### src/hw/rtl/float32_multiply_truncated_assert.svh
// Assertion macros used by float32_multiply_truncated.
`ifndef FLOAT32_MULTIPLY_TRUNCATED_ASSERT_SVH
`define FLOAT32_MULTIPLY_TRUNCATED_ASSERT_SVH

// label: implication checked every clock, skipped during reset
`define FMT_ASSERT_IMP(label, clk, rstn, ante, cons, msg) \
    label: assert property (@(posedge clk) disable iff (!rstn) (ante) |-> (cons)) \
        else $error(msg);

// label: implication whose consequent is checked in the next cycle
`define FMT_ASSERT_NXT(label, clk, rstn, ante, cons, msg) \
    label: assert property (@(posedge clk) disable iff (!rstn) (ante) |=> (cons)) \
        else $error(msg);

`endif

### src/hw/rtl/fmt_pkg.sv
package fmt_pkg;
    localparam int unsigned MantW = 23;
    localparam int unsigned ExpW  = 8;
    localparam logic [ExpW-1:0] ExpInf = 8'd255;
    localparam logic [9:0] BiasHi = 10'd126;
    localparam logic [9:0] BiasLo = 10'd127;
    localparam logic [9:0] ExpMax = 10'd254;

    // stage 1 -> stage 2 intermediate
    typedef struct packed {
        logic        sign;
        logic        zero_in;
        logic [8:0]  esum;
        logic [25:0] hh;
        logic [12:0] hl_top;
        logic [12:0] lh_top;
    } fmt_part_t;
endpackage

### src/hw/rtl/fmt_partial.sv
module fmt_partial (
    input  logic [31:0]       operand_a,
    input  logic [31:0]       operand_b,
    output fmt_pkg::fmt_part_t part
);
    import fmt_pkg::*;

    logic [23:0] ma, mb;
    logic [23:0] hl, lh;

    always_comb begin
        ma = {1'b1, operand_a[22:0]};
        mb = {1'b1, operand_b[22:0]};
        hl = 24'(ma[23:11]) * 24'(mb[10:0]);
        lh = 24'(ma[10:0]) * 24'(mb[23:11]);
        part.sign    = operand_a[31] ^ operand_b[31];
        part.zero_in = (operand_a[30:23] == '0) || (operand_b[30:23] == '0);
        part.esum    = {1'b0, operand_a[30:23]} + {1'b0, operand_b[30:23]};
        part.hh      = 26'(ma[23:11]) * 26'(mb[23:11]);
        part.hl_top  = hl[23:11];
        part.lh_top  = lh[23:11];
    end
endmodule

### src/hw/rtl/float32_multiply_truncated.sv
// Pipeline: partial-product stage into part_reg, then sum/normalize stage into
//   the output register.
// Throughput: one beat per cycle unless m_tready stalls; three 13x13/13x11 multipliers feed stage 1.
// Reset: aresetn synchronous active low clears the valid flags; no other state.
module float32_multiply_truncated (
    input  logic        aclk,
    input  logic        aresetn,
    input  logic        s_tvalid,
    output logic        s_tready,
    input  logic [63:0] s_tdata,   // operand_a [31:0], operand_b [63:32]
    output logic        m_tvalid,
    input  logic        m_tready,
    output logic [31:0] m_tdata    // product [31:0]
);
    import fmt_pkg::*;

    fmt_part_t   part_next, part_reg;
    logic        v1_reg, v2_reg;
    logic [31:0] prod_reg, prod_next;
    logic        adv2, adv1;
    logic [25:0] sum;
    logic [9:0]  ex;
    logic [22:0] mant;

    fmt_partial u_part (
        .operand_a(s_tdata[31:0]),
        .operand_b(s_tdata[63:32]),
        .part     (part_next)
    );

    assign adv2     = !v2_reg || m_tready;
    assign adv1     = !v1_reg || adv2;
    assign s_tready = adv1;
    assign m_tvalid = v2_reg;
    assign m_tdata  = prod_reg;

    always_comb begin
        sum = part_reg.hh + 26'(part_reg.hl_top) + 26'(part_reg.lh_top) + 26'd2;
        if (sum[25]) begin
            mant = sum[24:2];
            ex   = {1'b0, part_reg.esum} - BiasHi;
        end else begin
            mant = sum[23:1];
            ex   = {1'b0, part_reg.esum} - BiasLo;
        end
        if (part_reg.zero_in || ex[9] || ex == '0) begin
            prod_next = {part_reg.sign, 31'd0};
        end else if (ex > ExpMax) begin
            prod_next = {part_reg.sign, ExpInf, 23'd0};
        end else begin
            prod_next = {part_reg.sign, ex[7:0], mant};
        end
    end

    always_ff @(posedge aclk) begin
        if (!aresetn) begin
            v1_reg <= 1'b0;
            v2_reg <= 1'b0;
        end else begin
            if (adv1) v1_reg <= s_tvalid;
            if (adv2) v2_reg <= v1_reg;
        end
        if (adv1 && s_tvalid) part_reg <= part_next;
        if (adv2 && v1_reg) prod_reg <= prod_next;
    end

`include "float32_multiply_truncated_assert.svh"
    `FMT_ASSERT_NXT(a_stall_hold, aclk, aresetn, m_tvalid && !m_tready, m_tvalid && $stable(m_tdata), "result changed under stall")
    `FMT_ASSERT_NXT(a_flow, aclk, aresetn, v1_reg && adv2, m_tvalid, "stage 1 beat lost")
    `FMT_ASSERT_IMP(a_zero, aclk, aresetn, m_tvalid && m_tdata[30:23] == '0, m_tdata[22:0] == '0, "zero result with mantissa")
endmodule
### config.mk
export PLATFORM = sky130hd
export DESIGN_NAME = float32_multiply_truncated
export DESIGN_NICKNAME = d
export VERILOG_FILES = /design/src/hw/rtl/fmt_pkg.sv /design/src/hw/rtl/fmt_partial.sv /design/src/hw/rtl/float32_multiply_truncated.sv
export VERILOG_INCLUDE_DIRS = /design/src /design/src/hw/rtl
export SDC_FILE = /design/constraint.sdc
export NUM_CORES = 1
export LEC_CHECK = 0
export BUFFER_PORTS_ARGS = -buffer_cell sky130_fd_sc_hd__buf_4
export CAP_MARGIN = 15
export CORE_MARGIN = 2
export CORE_UTILIZATION = 38
export CTS_BUF_LIST = sky130_fd_sc_hd__clkbuf_4
export DETAILED_ROUTE_END_ITERATION = 6
export PLACE_DENSITY = 0.55
export SLEW_MARGIN = 25
export SYNTH_ARGS = -nofsm -noshare
export SYNTH_HDL_FRONTEND = slang
export SYNTH_SLANG_ARGS = --single-unit
export TNS_END_PERCENT = 10
### constraint.sdc
create_clock -name aclk -period 6.23 [get_ports aclk]
set_clock_uncertainty 0.15 [all_clocks]
set_input_delay 0.3115 -clock aclk [delete_from_list [all_inputs] [get_ports aclk]]
set_output_delay 0.3115 -clock aclk [all_outputs]
set_load 0.01 [all_outputs]
==> impl_metrics.tcl <==
set metrics [dict create \
    timing.rr.start "part_reg[25]" \
    synthArstFlopShare_pct 0 \
    crit_chain "buf_4, and2_1, fa_1, inv_1, fa_1, inv_1, fa_1, fa_1, inv_1, fa_1, inv_1, ha_1, or2_2, o31a_1, nand3_1, and4b_1, o31ai_1, buf_4, or4b_2, nand4b_1" \
    nets 2753 \
    setup_tns_ns 0 \
    hold_class "in -> reg" \
    htree_levels 3 \
    io_pins 102 \
    port_buffers 101 \
    crit_cells 20 \
    drt_pass1_iterations 7 \
    path_clk_slew_ns 0.15 \
    final_cells 2828 \
    design.core.area_um2 51100 \
    required_ns 6.44 \
    hpwl_um 38900 \
    grt_pass1_vias 14700 \
    synth_edf_count 95 \
    reg2reg_depth 12 \
    endpoint "part_reg[49]" \
    status "completed" \
    die_area_um2 53300 \
    antenna_left 0 \
    fin_area_um2 21200 \
    vias_per_cell 4.89 \
    grt_usage_pct 18.7 \
    path_class "in -> reg" \
    yosys_warnings 0 \
    die_h_um 231 \
    critPathMostFrequentCell "fa_1" \
    grt_first_pass_wirelength_um 79200 \
    overflow 0 \
    dieWidth_um 231 \
    fp-row-count 83 \
    dr.first_iter.drc_count 844 \
    cts_resized 0 \
    setup_viol 0 \
    cp.arrival_ns 5.53 \
    cp-start-kind "input port" \
    drive_gt1_share_pct 7.55 \
    synth.top_cell.area_share_pct 33.7 \
    syn-num-nets 2699 \
    synth_cell_types 72 \
    fin_crit_sh_pct 85.4 \
    vias 13800 \
    regToRegSetupSlack_ns 1.77 \
    worstMarginPinSlew_ns 0.925 \
    critPathLaunch "s_tdata[19]" \
    post_cts_buffers 0 \
    cts_tree "done" \
    clock.fmax_ghz 0.188 \
    netlist_instances 2090 \
    grt_max_degree 64 \
    relSlewSlack_pct 38.2 \
    fillerInstances 5138 \
    drv_slew 0 \
    clk_latency_ns 0.49 \
    dpl.cell_count 2806 \
    initial_core_util_pct 38.3 \
    end_kind "flip-flop" \
    cpPeakStageDelay_ns 0.61 \
    power_density_nw_per_um2 496 \
    p_leak_uw 0.0104 \
    placed_area_um2 21000 \
    crit_family "adder cells" \
    crit_slowest_cell "or4b_2" \
    largest_register_ffs 63 \
    rsz0062_at_grt "no" \
    cts_root_buf "clkbuf_4" \
    cts_buffers 9 \
    critPathBufInv 6 \
    synth_area_um2 19600 \
    antenna_found_initial 1 \
    synth_flop_cell "edfxtp_1" \
    wirelength_um 47700 \
    clockBufferDepth 2 \
    synth-seq-area-share_pct 14.8 \
    cp_max_fo 18 \
    drc 0 \
    fin_crit_ns 5.32 \
    synth_area_leaders "fa_1 34%, edfxtp_1 15%, ha_1 14%" \
    peakVddDrop_mv 0.323 \
    finalHoldViolations 0 \
    syn_to_final_growth_pct 8.43 \
    place.gp.congestion 0.865 \
    synth_area_per_cell_um2 9.36 \
    wl_per_cell_um 16.9 \
    synth_area_leader_cell "fa_1" \
    worst_r2r_endpoint "m_tdata[13]" \
    synth_seq_cells 97 \
    setup_slack_ns 0.908 \
    maxCapViolCount 0 \
    dp_slack_ns 0.364 \
    cts_sinks 97 \
]
==> cell families (layout without fill, tap and decap cells) <==
family / count (synthesis) / count (layout) / synth area share [%]
compound gates: 202 / 202 / 7.55
xor+xnor: 84 / 84 / 3.76
fa+ha+maj: 541 / 541 / 47.2
buf+inv: 537 / 594 / 10.4
flops: 97 / 97 / 14.8
mux: 15 / 15 / 0.774
other cells: 0 / 1 / 0
simple gates: 614 / 614 / 15.5
==> cell usage in the layout, fill, tap and decap left out, types with 8 or more instances in the layout <==
| cell | instances |
|---|---|
| inv_1 | 450 |
| fa_1 | 329 |
| nand2_1 | 267 |
| ha_1 | 212 |
| and2_1 | 175 |
| buf_4 | 122 |
| edfxtp_1 | 95 |
| xnor2_1 | 55 |
| nor2_1 | 52 |
| a21oi_1 | 48 |
| nor3_1 | 31 |
| o21ai_0 | 31 |
| xor2_1 | 29 |
| nand3_1 | 28 |
| a21o_1 | 23 |
| mux2i_1 | 14 |
| and3_1 | 12 |
| o21a_1 | 11 |
| o21bai_1 | 10 |
| o31ai_1 | 9 |
| a211oi_1 | 9 |
| clkbuf_4 | 9 |
| a2111oi_2 | 8 |
==> cells in the mapped netlist, types with 3 or more instances <==
master / instances
or3_1: 5
mux2i_1: 14
and2_1: 176
a21o_1: 23
o21bai_1: 10
a2111oi_2: 8
nand4b_1: 4
xor2_1: 29
nor4_1: 4
clkbuf_1: 74
and3_1: 12
a211oi_1: 9
o21ai_0: 31
buf_1: 4
nor2b_1: 7
a31oi_1: 7
nand2b_1: 3
a21oi_1: 48
a211o_1: 5
xnor2_1: 55
ha_1: 212
edfxtp_1: 95
a41oi_1: 3
fa_1: 329
nor3_1: 31
nand4_1: 4
buf_2: 5
nand2_1: 267
o211ai_1: 6
o31ai_1: 9
or2_2: 4
nor2_1: 52
o2111ai_1: 3
o2bb2ai_1: 7
inv_1: 450
nand3_1: 28
o21a_1: 11
==> worst reg2reg max path, delay by kind of cell, from the launching register on <==
family,cells,cell delay (ns)
flops,1,0.50
compound gates,5,1.29
fa+ha+maj,2,0.88
buf+inv,2,0.57
simple gates,3,0.81
==> cell type report <==
| cell class | count | area (um2) | share of cell area (%) |
|---|---|---|---|
| inverters | 451 | 1690 | 7.98 |
| clock buffers | 9 | 67.6 | 0.318 |
| flip-flops and latches | 97 | 2890 | 13.6 |
| diodes | 1 | 2.50 | 0.0118 |
| multi-input cells | 1456 | 14600 | 69.0 |
| well taps | 680 | 851 | 4.01 |
| clock inverters | 5 | 81.3 | 0.383 |
| repair buffers | 129 | 986 | 4.65 |
==> report_power, final <==
part / total (uW) / switching, uW / internal (uW)
Sequential: 1520 / 186 / 1330
Clock: 375 / 216 / 159
Combinational: 8630 / 4920 / 3720
Total: 10500 / 5320 / 5210
==> worst min-delay path by stage <==
stage | startpoint | endpoint | cells after the start
2_1_floorplan | part_reg[62] | m_tdata[31] | 0
3_3_place_gp | part_reg[62] | m_tdata[31] | 0
3_5_place_dp | part_reg[62] | m_tdata[31] | 0
4_1_cts | m_tready | v1_reg | 4
5_1_grt | s_tdata[62] | part_reg[61] | 4
6_report | m_tready | v1_reg | 4
==> what timing repair did <==
action                     4_1_cts  5_1_grt
hold buffers                     7        0
setup endpoints to repair        0        0
hold endpoints to repair         4        0
==> per-stage QoR <==
stage | hold WS [ns] | util (%) | total power (uW)
after global placement | 0.256 | 41.1 | 10100
after global routing | 0.0537 | 41.5 | 11900
after floorplan | 0.250 | - | 8050
after detailed placement | 0.269 | 41.1 | 10200
after CTS | 0.0149 | 41.5 | 10700
final | 0.0608 | 41.5 | 10500
==> routing by layer <==
layer	up-vias	part of all wire (%)	GRT usage, %
li1	6641	-	-
met5	-	0	0
met4	0	1.4	3.51
met2	308	46	31.0
met3	41	3.8	1.42
met1	6843	49	27.1
Note: power is estimated with default switching activity, not from simulation.
